### config.mk
export PLATFORM = sky130hd
export DESIGN_NAME = sha256_message_hasher_unit_flat
export DESIGN_NICKNAME = d
export VERILOG_FILES = /design/src/sv/sha_pkg.sv /design/src/sv/sha_if.sv /design/src/sv/sha256_message_hasher_unit.sv /design/src/sv/sha_sched.sv /design/src/sv/sha_round.sv /design/src/sv/sha_ctrl.sv /design/src/flat_wrapper.sv
export SDC_FILE = /design/constraint.sdc
export NUM_CORES = 2
export LEC_CHECK = 0
export BUFFER_PORTS_ARGS = -buffer_cell sky130_fd_sc_hd__clkbuf_2
export CAP_MARGIN = 25
export CELL_PAD_IN_SITES_DETAIL_PLACEMENT = 0
export CELL_PAD_IN_SITES_GLOBAL_PLACEMENT = 1
export CORE_ASPECT_RATIO = 0.6
export CORE_MARGIN = 4
export CORE_UTILIZATION = 45
export CTS_BUF_LIST = sky130_fd_sc_hd__clkbuf_2 sky130_fd_sc_hd__clkbuf_4 sky130_fd_sc_hd__clkbuf_8
export DETAILED_ROUTE_END_ITERATION = 16
export MAX_ROUTING_LAYER = met4
export PLACE_DENSITY_LB_ADDON = 0.2
export SLEW_MARGIN = 10
export SYNTH_ARGS = -nofsm -noshare
export SYNTH_HDL_FRONTEND = slang
export SYNTH_SLANG_ARGS = --single-unit
### constraint.sdc
create_clock -name clk_i -period 59 [get_ports clk_i]
set_clock_uncertainty 0.15 [all_clocks]
set_input_delay 2.95 -clock clk_i [delete_from_list [all_inputs] [get_ports clk_i]]
set_output_delay 2.95 -clock clk_i [all_outputs]
set_load 0.02 [all_outputs]
### src/sv/sha_pkg.sv
`timescale 1ns / 1ps

package sha_pkg;

  typedef logic [0:7][31:0] sha_words_t;
  typedef logic [0:15][31:0] sha_window_t;

  typedef enum logic [2:0] {
    ST_IDLE,
    ST_MARK,
    ST_ZERO,
    ST_LEN,
    ST_LOAD,
    ST_ROUND,
    ST_ADD
  } sha_state_e;

  typedef struct packed {
    logic       ld_en;
    logic [7:0] ld_byte;
    logic       round_en;
    logic [5:0] round;
    logic       init_wk;
    logic       add_hash;
    logic       fin;
  } sha_ctl_t;

  localparam logic [7:0] PAD_MARK = 8'h80;
  localparam logic [5:0] LEN_POS = 6'd56;
  localparam logic [5:0] LAST_POS = 6'd63;
  localparam logic [5:0] LAST_ROUND = 6'd63;

  // word 0 sits in the most significant bits
  localparam sha_words_t SHA_INIT = {
    32'h6a09e667, 32'hbb67ae85, 32'h3c6ef372, 32'ha54ff53a,
    32'h510e527f, 32'h9b05688c, 32'h1f83d9ab, 32'h5be0cd19
  };

  localparam logic [31:0] SHA_K [64] = '{
    32'h428a2f98, 32'h71374491, 32'hb5c0fbcf, 32'he9b5dba5,
    32'h3956c25b, 32'h59f111f1, 32'h923f82a4, 32'hab1c5ed5,
    32'hd807aa98, 32'h12835b01, 32'h243185be, 32'h550c7dc3,
    32'h72be5d74, 32'h80deb1fe, 32'h9bdc06a7, 32'hc19bf174,
    32'he49b69c1, 32'hefbe4786, 32'h0fc19dc6, 32'h240ca1cc,
    32'h2de92c6f, 32'h4a7484aa, 32'h5cb0a9dc, 32'h76f988da,
    32'h983e5152, 32'ha831c66d, 32'hb00327c8, 32'hbf597fc7,
    32'hc6e00bf3, 32'hd5a79147, 32'h06ca6351, 32'h14292967,
    32'h27b70a85, 32'h2e1b2138, 32'h4d2c6dfc, 32'h53380d13,
    32'h650a7354, 32'h766a0abb, 32'h81c2c92e, 32'h92722c85,
    32'ha2bfe8a1, 32'ha81a664b, 32'hc24b8b70, 32'hc76c51a3,
    32'hd192e819, 32'hd6990624, 32'hf40e3585, 32'h106aa070,
    32'h19a4c116, 32'h1e376c08, 32'h2748774c, 32'h34b0bcb5,
    32'h391c0cb3, 32'h4ed8aa4a, 32'h5b9cca4f, 32'h682e6ff3,
    32'h748f82ee, 32'h78a5636f, 32'h84c87814, 32'h8cc70208,
    32'h90befffa, 32'ha4506ceb, 32'hbef9a3f7, 32'hc67178f2
  };

  function automatic logic [31:0] big_sig0(input logic [31:0] x);
    return {x[1:0], x[31:2]} ^ {x[12:0], x[31:13]} ^ {x[21:0], x[31:22]};
  endfunction

  function automatic logic [31:0] big_sig1(input logic [31:0] x);
    return {x[5:0], x[31:6]} ^ {x[10:0], x[31:11]} ^ {x[24:0], x[31:25]};
  endfunction

  function automatic logic [31:0] small_sig0(input logic [31:0] x);
    return {x[6:0], x[31:7]} ^ {x[17:0], x[31:18]} ^ {3'b000, x[31:3]};
  endfunction

  function automatic logic [31:0] small_sig1(input logic [31:0] x);
    return {x[16:0], x[31:17]} ^ {x[18:0], x[31:19]} ^ {10'd0, x[31:10]};
  endfunction

endpackage

### src/sv/sha_if.sv
`timescale 1ns / 1ps

interface sha_in_if;
  logic       valid;
  logic       ready;
  logic [7:0] data_byte;
  logic       byte_present;
  logic       end_of_message;

  modport source (output valid, data_byte, byte_present, end_of_message, input ready);
  modport sink (input valid, data_byte, byte_present, end_of_message, output ready);
endinterface

interface sha_out_if;
  logic        valid;
  logic        ready;
  logic [31:0] digest_word;
  logic [2:0]  word_index;
  logic        last_word;

  modport source (output valid, digest_word, word_index, last_word, input ready);
  modport sink (input valid, digest_word, word_index, last_word, output ready);
endinterface

### src/sv/sha256_message_hasher_unit.sv
`timescale 1ns / 1ps

// channel  dir  handshake            payload
// msg_i    in   msg_i.valid/ready    data_byte, byte_present, end_of_message
// dig_o    out  dig_o.valid/ready    digest_word, word_index, last_word
//
// each message byte takes one cycle; every full 64-byte block then holds off input for the
// working-word load, 64 rounds of the shared round unit and the hash add
// the end marker adds byte-wise padding plus one or two such compressions
// the eight digest words drain from their own buffer while the next message streams in;
// a second digest waits in the add step until that buffer is empty
// reset is asynchronous, active low, and restores the initial hash values

module sha256_message_hasher_unit (
  input  logic      clk_i,
  input  logic      rst_ni,
  sha_in_if.sink    msg_i,
  sha_out_if.source dig_o
);

  sha_pkg::sha_ctl_t   ctl;
  sha_pkg::sha_words_t hsum;
  sha_pkg::sha_words_t dig_q;
  logic [31:0]         wt;
  logic [2:0]          out_idx_q, out_idx_d;
  logic                out_busy_q, out_busy_d;

  sha_ctrl u_ctrl (
    .clk_i            (clk_i),
    .rst_ni           (rst_ni),
    .in_valid_i       (msg_i.valid),
    .data_byte_i      (msg_i.data_byte),
    .byte_present_i   (msg_i.byte_present),
    .end_of_message_i (msg_i.end_of_message),
    .out_busy_i       (out_busy_q),
    .in_ready_o       (msg_i.ready),
    .ctl_o            (ctl)
  );

  sha_sched u_sched (
    .clk_i (clk_i),
    .ctl_i (ctl),
    .wt_o  (wt)
  );

  sha_round u_round (
    .clk_i  (clk_i),
    .rst_ni (rst_ni),
    .ctl_i  (ctl),
    .wt_i   (wt),
    .hsum_o (hsum)
  );

  assign dig_o.valid       = out_busy_q;
  assign dig_o.digest_word = dig_q[out_idx_q];
  assign dig_o.word_index  = out_idx_q;
  assign dig_o.last_word   = (out_idx_q == 3'd7);

  always_comb begin
    out_idx_d  = out_idx_q;
    out_busy_d = out_busy_q;
    if (ctl.fin) begin
      out_idx_d  = '0;
      out_busy_d = 1'b1;
    end else if (dig_o.valid && dig_o.ready) begin
      out_idx_d = out_idx_q + 3'd1;
      if (out_idx_q == 3'd7) begin
        out_busy_d = 1'b0;
      end
    end
  end

  always_ff @(posedge clk_i) begin
    if (ctl.fin) begin
      dig_q <= hsum;
    end
  end

  always_ff @(posedge clk_i or negedge rst_ni) begin
    if (!rst_ni) begin
      out_idx_q  <= '0;
      out_busy_q <= 1'b0;
    end else begin
      out_idx_q  <= out_idx_d;
      out_busy_q <= out_busy_d;
    end
  end

endmodule

### src/sv/sha_sched.sv
`timescale 1ns / 1ps

module sha_sched (
  input  logic              clk_i,
  input  sha_pkg::sha_ctl_t ctl_i,
  output logic [31:0]       wt_o
);

  sha_pkg::sha_window_t w_q, w_d;
  logic [511:0]         flat;
  logic [31:0]          nw;

  assign flat = w_q;
  assign wt_o = w_q[0];

  // next schedule word from the sixteen-word window, oldest word at index 0
  assign nw = sha_pkg::small_sig1(w_q[14]) + w_q[9] + sha_pkg::small_sig0(w_q[1]) + w_q[0];

  always_comb begin
    w_d = w_q;
    if (ctl_i.ld_en) begin
      w_d = {flat[503:0], ctl_i.ld_byte};
    end else if (ctl_i.round_en) begin
      w_d = {flat[479:0], nw};
    end
  end

  always_ff @(posedge clk_i) begin
    w_q <= w_d;
  end

endmodule

### src/sv/sha_round.sv
`timescale 1ns / 1ps

module sha_round (
  input  logic                clk_i,
  input  logic                rst_ni,
  input  sha_pkg::sha_ctl_t   ctl_i,
  input  logic [31:0]         wt_i,
  output sha_pkg::sha_words_t hsum_o
);

  sha_pkg::sha_words_t wk_q, wk_d;
  sha_pkg::sha_words_t hash_q, hash_d;
  logic [31:0]         t1, t2, ch, maj;

  assign ch  = (wk_q[4] & wk_q[5]) ^ (~wk_q[4] & wk_q[6]);
  assign maj = (wk_q[0] & wk_q[1]) ^ (wk_q[0] & wk_q[2]) ^ (wk_q[1] & wk_q[2]);
  assign t1  = wk_q[7] + sha_pkg::big_sig1(wk_q[4]) + ch + sha_pkg::SHA_K[ctl_i.round] + wt_i;
  assign t2  = sha_pkg::big_sig0(wk_q[0]) + maj;

  always_comb begin
    for (int i = 0; i < 8; i++) begin
      hsum_o[i] = hash_q[i] + wk_q[i];
    end
  end

  always_comb begin
    wk_d = wk_q;
    if (ctl_i.init_wk) begin
      wk_d = hash_q;
    end else if (ctl_i.round_en) begin
      wk_d[0] = t1 + t2;
      wk_d[1] = wk_q[0];
      wk_d[2] = wk_q[1];
      wk_d[3] = wk_q[2];
      wk_d[4] = wk_q[3] + t1;
      wk_d[5] = wk_q[4];
      wk_d[6] = wk_q[5];
      wk_d[7] = wk_q[6];
    end
  end

  always_comb begin
    hash_d = hash_q;
    if (ctl_i.fin) begin
      hash_d = sha_pkg::SHA_INIT;
    end else if (ctl_i.add_hash) begin
      hash_d = hsum_o;
    end
  end

  always_ff @(posedge clk_i) begin
    wk_q <= wk_d;
  end

  always_ff @(posedge clk_i or negedge rst_ni) begin
    if (!rst_ni) begin
      hash_q <= sha_pkg::SHA_INIT;
    end else begin
      hash_q <= hash_d;
    end
  end

endmodule

### src/sv/sha_ctrl.sv
`timescale 1ns / 1ps

module sha_ctrl (
  input  logic              clk_i,
  input  logic              rst_ni,
  input  logic              in_valid_i,
  input  logic [7:0]        data_byte_i,
  input  logic              byte_present_i,
  input  logic              end_of_message_i,
  input  logic              out_busy_i,
  output logic              in_ready_o,
  output sha_pkg::sha_ctl_t ctl_o
);

  sha_pkg::sha_state_e state_q, state_d;
  sha_pkg::sha_state_e after_q, after_d;
  logic                fin_q, fin_d;
  logic [5:0]          fill_q, fill_d;
  logic [5:0]          round_q, round_d;
  logic [63:0]         len_q, len_d;
  logic                acc;
  logic                wrap;

  // input is only taken while idle
  assign acc  = in_valid_i & (state_q == sha_pkg::ST_IDLE);
  assign wrap = (fill_q == sha_pkg::LAST_POS);

  // next state
  always_comb begin
    state_d = state_q;
    after_d = after_q;
    fin_d   = fin_q;
    unique case (state_q)
      sha_pkg::ST_IDLE: begin
        if (acc) begin
          if (byte_present_i && wrap) begin
            state_d = sha_pkg::ST_LOAD;
            after_d = end_of_message_i ? sha_pkg::ST_MARK : sha_pkg::ST_IDLE;
          end else if (end_of_message_i) begin
            state_d = sha_pkg::ST_MARK;
          end
        end
      end
      sha_pkg::ST_MARK: begin
        if (wrap) begin
          state_d = sha_pkg::ST_LOAD;
          after_d = sha_pkg::ST_ZERO;
        end else begin
          state_d = sha_pkg::ST_ZERO;
        end
      end
      sha_pkg::ST_ZERO: begin
        if (fill_q == sha_pkg::LEN_POS) begin
          state_d = sha_pkg::ST_LEN;
        end else if (wrap) begin
          state_d = sha_pkg::ST_LOAD;
          after_d = sha_pkg::ST_ZERO;
        end
      end
      sha_pkg::ST_LEN: begin
        if (wrap) begin
          state_d = sha_pkg::ST_LOAD;
          after_d = sha_pkg::ST_IDLE;
          fin_d   = 1'b1;
        end
      end
      sha_pkg::ST_LOAD: begin
        state_d = sha_pkg::ST_ROUND;
      end
      sha_pkg::ST_ROUND: begin
        if (round_q == sha_pkg::LAST_ROUND) begin
          state_d = sha_pkg::ST_ADD;
        end
      end
      sha_pkg::ST_ADD: begin
        if (!fin_q) begin
          state_d = after_q;
        end else if (!out_busy_i) begin
          state_d = sha_pkg::ST_IDLE;
          fin_d   = 1'b0;
        end
      end
      default: begin
        state_d = sha_pkg::ST_IDLE;
      end
    endcase
  end

  // outputs
  always_comb begin
    in_ready_o = 1'b0;
    ctl_o      = '0;
    ctl_o.round = round_q;
    unique case (state_q)
      sha_pkg::ST_IDLE: begin
        in_ready_o    = 1'b1;
        ctl_o.ld_en   = acc & byte_present_i;
        ctl_o.ld_byte = data_byte_i;
      end
      sha_pkg::ST_MARK: begin
        ctl_o.ld_en   = 1'b1;
        ctl_o.ld_byte = sha_pkg::PAD_MARK;
      end
      sha_pkg::ST_ZERO: begin
        ctl_o.ld_en   = (fill_q != sha_pkg::LEN_POS);
        ctl_o.ld_byte = 8'h00;
      end
      sha_pkg::ST_LEN: begin
        ctl_o.ld_en   = 1'b1;
        ctl_o.ld_byte = len_q[63:56];
      end
      sha_pkg::ST_LOAD: begin
        ctl_o.init_wk = 1'b1;
      end
      sha_pkg::ST_ROUND: begin
        ctl_o.round_en = 1'b1;
      end
      sha_pkg::ST_ADD: begin
        ctl_o.add_hash = ~fin_q;
        ctl_o.fin      = fin_q & ~out_busy_i;
      end
      default: begin
        in_ready_o = 1'b0;
      end
    endcase
  end

  // fill position, bit length and round counter
  always_comb begin
    fill_d  = fill_q;
    len_d   = len_q;
    round_d = round_q;
    if (ctl_o.ld_en) begin
      fill_d = fill_q + 6'd1;
    end
    if (state_q == sha_pkg::ST_IDLE && ctl_o.ld_en) begin
      len_d = len_q + 64'd8;
    end else if (state_q == sha_pkg::ST_LEN) begin
      // length bytes leave from the top, so the count is zero once all eight are out
      len_d = {len_q[55:0], 8'h00};
    end
    if (ctl_o.init_wk) begin
      round_d = '0;
    end else if (ctl_o.round_en) begin
      round_d = round_q + 6'd1;
    end
  end

  always_ff @(posedge clk_i or negedge rst_ni) begin
    if (!rst_ni) begin
      state_q <= sha_pkg::ST_IDLE;
      after_q <= sha_pkg::ST_IDLE;
      fin_q   <= 1'b0;
      fill_q  <= '0;
      round_q <= '0;
      len_q   <= '0;
    end else begin
      state_q <= state_d;
      after_q <= after_d;
      fin_q   <= fin_d;
      fill_q  <= fill_d;
      round_q <= round_d;
      len_q   <= len_d;
    end
  end

endmodule

### src/flat_wrapper.sv
// flat-port wrapper written by rule: the top's interface ports become plain ports
module sha256_message_hasher_unit_flat 
  (clk_i, rst_ni, msg_i_valid, msg_i_data_byte, msg_i_byte_present, msg_i_end_of_message, msg_i_ready, dig_o_valid, dig_o_digest_word, dig_o_word_index, dig_o_last_word, dig_o_ready);
  sha_in_if msg_i_i ();
  sha_out_if dig_o_i ();
  input  logic clk_i;
  input  logic rst_ni;
  input wire logic [$bits(msg_i_i.valid)-1:0] msg_i_valid;
  input wire logic [$bits(msg_i_i.data_byte)-1:0] msg_i_data_byte;
  input wire logic [$bits(msg_i_i.byte_present)-1:0] msg_i_byte_present;
  input wire logic [$bits(msg_i_i.end_of_message)-1:0] msg_i_end_of_message;
  output wire logic [$bits(msg_i_i.ready)-1:0] msg_i_ready;
  output wire logic [$bits(dig_o_i.valid)-1:0] dig_o_valid;
  output wire logic [$bits(dig_o_i.digest_word)-1:0] dig_o_digest_word;
  output wire logic [$bits(dig_o_i.word_index)-1:0] dig_o_word_index;
  output wire logic [$bits(dig_o_i.last_word)-1:0] dig_o_last_word;
  input wire logic [$bits(dig_o_i.ready)-1:0] dig_o_ready;
  assign msg_i_i.valid = msg_i_valid;
  assign msg_i_i.data_byte = msg_i_data_byte;
  assign msg_i_i.byte_present = msg_i_byte_present;
  assign msg_i_i.end_of_message = msg_i_end_of_message;
  assign msg_i_ready = msg_i_i.ready;
  assign dig_o_valid = dig_o_i.valid;
  assign dig_o_digest_word = dig_o_i.digest_word;
  assign dig_o_word_index = dig_o_i.word_index;
  assign dig_o_last_word = dig_o_i.last_word;
  assign dig_o_i.ready = dig_o_ready;
  sha256_message_hasher_unit u_core (.clk_i(clk_i), .rst_ni(rst_ni), .msg_i(msg_i_i), .dig_o(dig_o_i));
endmodule
Yosys cells after proc, flatten, opt, wreduce, memory -nomap -nowiden
Memories as Yosys holds them, arrays and structs flattened.
Index checks and enable logic that the tools add are counted.
{ "classes": {"n_addsub": 22, "order_cmp": 2, "eq_ne": 18, "n_mux": 46, "bitwise_logic": 24, "n_reduce_logical": 16} }
{ "ops": {"columns": ["cell", "count"], "rows": [
  ["256-bit two-way mux", 4],
  ["512-bit two-way mux", 2],
  ["32-bit adder", 18],
  ["32-bit XOR", 9],
  ["32-bit bitwise AND", 5],
  ["32-bit two-way mux", 4],
  ["64-bit two-way mux", 2],
  ["32-bit binary-select mux with 3-bit select", 1],
  ["64-bit by 4-bit adder with 64-bit output, second input constant", 1],
  ["3-bit two-way mux", 16],
  ["9-bit one-hot mux with 4 select lines", 1],
  ["32-bit NOT", 1],
  ["32-bit by 22-bit XOR with 32-bit output", 1],
  ["32-bit by 29-bit XOR with 32-bit output", 1],
  ["3-bit one-hot mux with 7 select lines", 1],
  ["6-bit == test, second input constant", 3],
  ["2-bit nonzero test", 7],
  ["6-bit by 1-bit adder with 6-bit output, second input constant", 2],
  ["3-bit == test, second input constant", 4],
  ["6-bit two-way mux", 2],
  ["3-bit one-hot mux with 4 select lines", 1],
  ["1-bit two-way mux", 10],
  ["2-bit inequality test, second input constant", 4],
  ["7-bit greater-or-equal comparator, second input constant", 1],
  ["20 further kinds", 27]
]} }
{ "word_totals": {"reg_bits": 1367, "romBits": 2048, "inputBits": 14, "out_inout_bits": 38, "mem_count": 1} }
{ "memory_table": {"columns": ["memory", "depth", "width", "read_ports", "rd_clocked_by_memory_dff", "wr", "line_no", "rtl"], "rows": [
  ["(no name shown)", 64, 32, 1, 0, 0, "sha_round.sv:17", "assign t1 = wk_q[7] + sha_pkg::big_sig1(wk_q[4]) + ch + sha_pkg::SHA_K[ctl_i.round] + wt_i;"]
]} }

Longest topological paths before layout
{ "logic_depth": {"word_depth": 9, "depth_mapped": 42, "mapped_depth_nobuf": 40} }

Hierarchy
Synthesis repeated with hierarchy kept, for this count alone.
{ "unflattened": {"hier_cells": 7793, "area_unflattened_um2": 87395.1} }
{ "by_module_without_submodules": {"columns": ["mod", "n_inst", "cells_each", "area_each_um2"], "rows": [
  ["sha_round", 1, 5051, 46280.6],
  ["sha_sched", 1, 1730, 26118.8],
  ["sha256_message_hasher_unit", 1, 387, 9824.4],
  ["sha_ctrl", 1, 625, 5171.2]
]} }

Worst setup path before layout
No wires, ideal clock.
{ "synth_path": {"path_kind": "flip-flop to flip-flop", "start": "register u_core.u_ctrl.state_q[2]", "end": "register u_core.out_idx_q[1] (netlist: u_core.dig_o.word_index[1])", "arrival_time_ns": 20.824, "required_time_ns": 57.958, "setup_slack_ns": 37.134, "path_stages_with_launch": 5, "cell_sequence": "dfrtp_1 clkbuf_1 nand3b_1 nor3b_1 o21ai_0"} }
{ "synth_rtl": {"columns": ["item", "line_no", "rtl"], "rows": [
  ["start: declaration", "sha_ctrl.sv:15", "sha_pkg::sha_state_e state_q, state_d;"],
  ["start signal: assignment", "sha_ctrl.sv:151", "state_q <= sha_pkg::ST_IDLE;"],
  ["start signal: assignment", "sha_ctrl.sv:158", "state_q <= state_d;"],
  ["end signal: assignment", "sha256_message_hasher_unit.sv:84", "out_idx_q <= out_idx_d;"],
  ["end: declaration", "sha256_message_hasher_unit.sv:25", "logic [2:0] out_idx_q, out_idx_d;"]
]} }

==> impl_metrics.ini <==
[outcome]
status = finished clean

[sta]
fmax_mhz = 97.9
hold_viol_final = 0
tns_ns = 0
slew_viol_final = 0
worst_pin_slew_ns = 1.09
slew_headroom = 0.265
period_needed_ns = 10.22
fin_crit_sh = 0.173
hold_slack_ns = 0.313
setup-violations-final = 0
rsz0062_at_grt = no

[synthesis]
ys.flop_type = edfxtp_1
synth_seq_area_share = 0.469
synthesis.nets = 9107
ys_ff_latch = 1363
syn_inst = 8500
synth_area_sq_mm = 0.0840
synth_enable_flop_cells = 1024
yosysUniqueCellTypes = 107
avgSynthCellArea_sq_um = 9.89
async_flop_share = 0.249
yosys_warnings = 0

[hold_path]
hold_path_class = flip-flop to flip-flop
min-delay-start = u_core.u_ctrl.fill_q[5]
whs_path_depth = 1

[cts]
cts-root-buf = clkbuf_8
cts_max_level = 4
cts_hold_buf = 0
clkLatencyLatePin_ns = 0.97
cts_num_sinks = 1363
cts_buffer_depth = 4
cts_setup_buffers = 0
cts_tree = done
cts_buffers = 222
post_cts_resized = 0
clkTransAtPathRegs_ns = 0.06

[setup_path]
crit_start = u_core.u_ctrl.round_q[0]
path_max_fanout = 15
cp_common_cell = inv_1
crit_path_end_kind = flip-flop
critPathKind = flip-flop to flip-flop
arrival_ns = 10.72
crit_required_ns = 59.50
crit_path_start_kind = flip-flop
slowest_delay_ns = 0.50
worst_path_max_delay_cell = o21ai_0
r2r-start = u_core.u_ctrl.round_q[0]
worst_r2r_path_depth = 39

[drt]
vias = 64800
routedWlPerCell_um = 25.9
firstDrtPassIters = 6
vias_per_cell = 5.84
drt_iter0_markers = 7829
ant_nets = 0
wl_mm = 287
drc = 0

[grt]
grt_pass1_vias = 60000
grt.total_usage = 0.298
antenna_found_initial = 10
grt-ovfl-total = 0
grt_pass1_wl_mm = 418
grt_max_degree = 230

[cells_and_area]
seq_area_sq_mm = 0.0394
multi_input_area_sq_mm = 0.0414
fillCellCount = 17300
drive_gt1_frac = 0.103
area_growth_pct = 8.68
final_nets = 9035
final_cells = 11100
fin_util = 0.494

[placement]
hpwlAfterDp_mm = 210
port_buffers = 51
gp_congestion = 1.01
numPlacedInstances = 10700

[die]
start_util = 0.454
die_x_um = 566
dieArea_sq_mm = 0.194
die_h_um = 343
rows = 122
pin_count = 52
coreArea_sq_mm = 0.185

[job]
maxCapViolCount = 0
stage by stage:
step                area (sq um)  setup WS (ns)
floorplan                  84000          37.13
global placement           86600          48.99
detailed placement         86600          49.07
CTS                        91200          49.01
global route               91300          48.31
finish                     91300          48.78
logic make-up (layout without fill, tap and decap cells):
family | Yosys count | in the layout | share of synthesized area
AND/OR/NAND/NOR | 3209 | 3209 | 0.157
multiplexers | 143 | 143 | 0.0280
buffers and inverters | 869 | 976 | 0.0390
flip-flops | 1363 | 1363 | 0.469
XOR/XNOR | 596 | 596 | 0.0621
AO/OA/AOI/OAI | 1724 | 1724 | 0.139
adder cells (fa/ha/maj) | 596 | 596 | 0.106
other | 0 | 4 | 0
cells in the mapped netlist (19+ instances only):
| master | instances | area [sq um] |
|---|---|---|
| fa_1 | 195 | 3900 |
| mux2i_1 | 37 | 370 |
| ha_1 | 398 | 4980 |
| a311oi_1 | 19 | 166 |
| clkbuf_1 | 432 | 1620 |
| inv_1 | 394 | 1480 |
| nand2b_1 | 58 | 363 |
| nand2_1 | 2326 | 8730 |
| or3_1 | 23 | 144 |
| o21ai_0 | 352 | 1760 |
| nor2b_1 | 56 | 350 |
| or2_2 | 19 | 119 |
| dfstp_2 | 136 | 3570 |
| a21oi_1 | 431 | 2160 |
| a31oi_1 | 62 | 388 |
| a21o_1 | 171 | 1280 |
| dfrtp_1 | 203 | 5080 |
| a22o_1 | 114 | 998 |
| nor4_1 | 25 | 156 |
| and3_1 | 45 | 282 |
| nor2_1 | 377 | 1420 |
| buf_1 | 27 | 101 |
| edfxtp_1 | 1024 | 30700 |
| xor2_1 | 186 | 1630 |
| o22a_1 | 129 | 1130 |
| xnor2_1 | 410 | 3590 |
| o31ai_1 | 19 | 143 |
| o22ai_1 | 20 | 125 |
| a211oi_1 | 73 | 548 |
| mux2_2 | 36 | 405 |
| nor3_1 | 87 | 435 |
| o21ai_1 | 22 | 110 |
| nand3_1 | 110 | 551 |
| mux4_2 | 70 | 1580 |
| o21bai_1 | 29 | 218 |
| nand4_1 | 28 | 175 |
| o21a_1 | 41 | 308 |
| o211ai_1 | 35 | 263 |
flip-flops by register name (all words and copies together), names as in the netlist:
signal	count
u_core.u_ctrl.round_q	6
u_core.dig_o.valid	1
u_core.u_ctrl.len_q	61
u_core.u_ctrl.state_q	3
u_core.u_ctrl.fill_q	6
u_core.u_sched.wt_o	32
u_core.dig_o.word_index	3
u_core.dig_q	256
u_core.u_sched.flat	480
u_core.u_round.hash_q	256
u_core.u_round.wk_q	256
u_core.u_ctrl.fin_q	1
u_core.u_ctrl.after_q	2
worst max-delay path: cells and delay by family, from the launching register on:
kind	cells	cell delay, ns
simple gates	4	1.13
fa+ha+maj	7	2.37
flops	1	0.38
compound gates	18	4.26
buf+inv	7	1.03
xor+xnor	3	0.54
cell type report:
class,count,area share
Sequential cell,1363,0.432
Multi-Input combinational cell,6268,0.454
Clock inverter,81,0.00747
Inverter,400,0.0165
Tap cell,2480,0.0340
Timing Repair Buffer,173,0.0135
Antenna cell,4,0.000110
Clock buffer,322,0.0431
routing by layer:
layer | global-route usage | vias up | wire length [um] | share of wire
met4 | 0.0415 | 0 | 3490 | 0.012
met3 | 0.113 | 275 | 37000 | 0.13
li1 | - | 29600 | - | -
met5 | - | - | 0 | 0
met1 | 0.485 | 32100 | 147000 | 0.51
met2 | 0.338 | 2850 | 99600 | 0.35
layout by cell type, fill, tap and decap left out, types with 56 or more instances in the layout:
cell type  count
a211oi_1      73
a21o_1       171
a21oi_1      430
a22o_1       114
a31oi_1       62
buf_4        113
clkbuf_4      81
clkbuf_8     243
dfrtp_1      197
dfstp_2      136
edfxtp_1    1024
fa_1         195
ha_1         398
inv_1        392
mux4_2        70
nand2_1     2323
nand2b_1      58
nand3_1      110
nor2_1       375
nor2b_1       56
nor3_1        86
o21ai_0      350
o22a_1       129
xnor2_1      410
xor2_1       186
worst paths after layout:
kind / end / slack, ns
min in group asynchronous: u_core.u_round.hash_q[2] / 1.81
setup / recovery: u_core.u_round.wk_q[255] / 48.78
setup reg to reg: u_core.u_round.wk_q[255] / 48.78
hold reg to reg: u_core.u_ctrl.fill_q[5] / 0.31
hold / removal: u_core.u_ctrl.fill_q[5] / 0.31
max in group asynchronous: u_core.u_round.hash_q[191] / 54.72
Power is left out: the tool's default activity adds up to more than one toggle a clock period on the data nets, which glitch-free logic cannot reach.
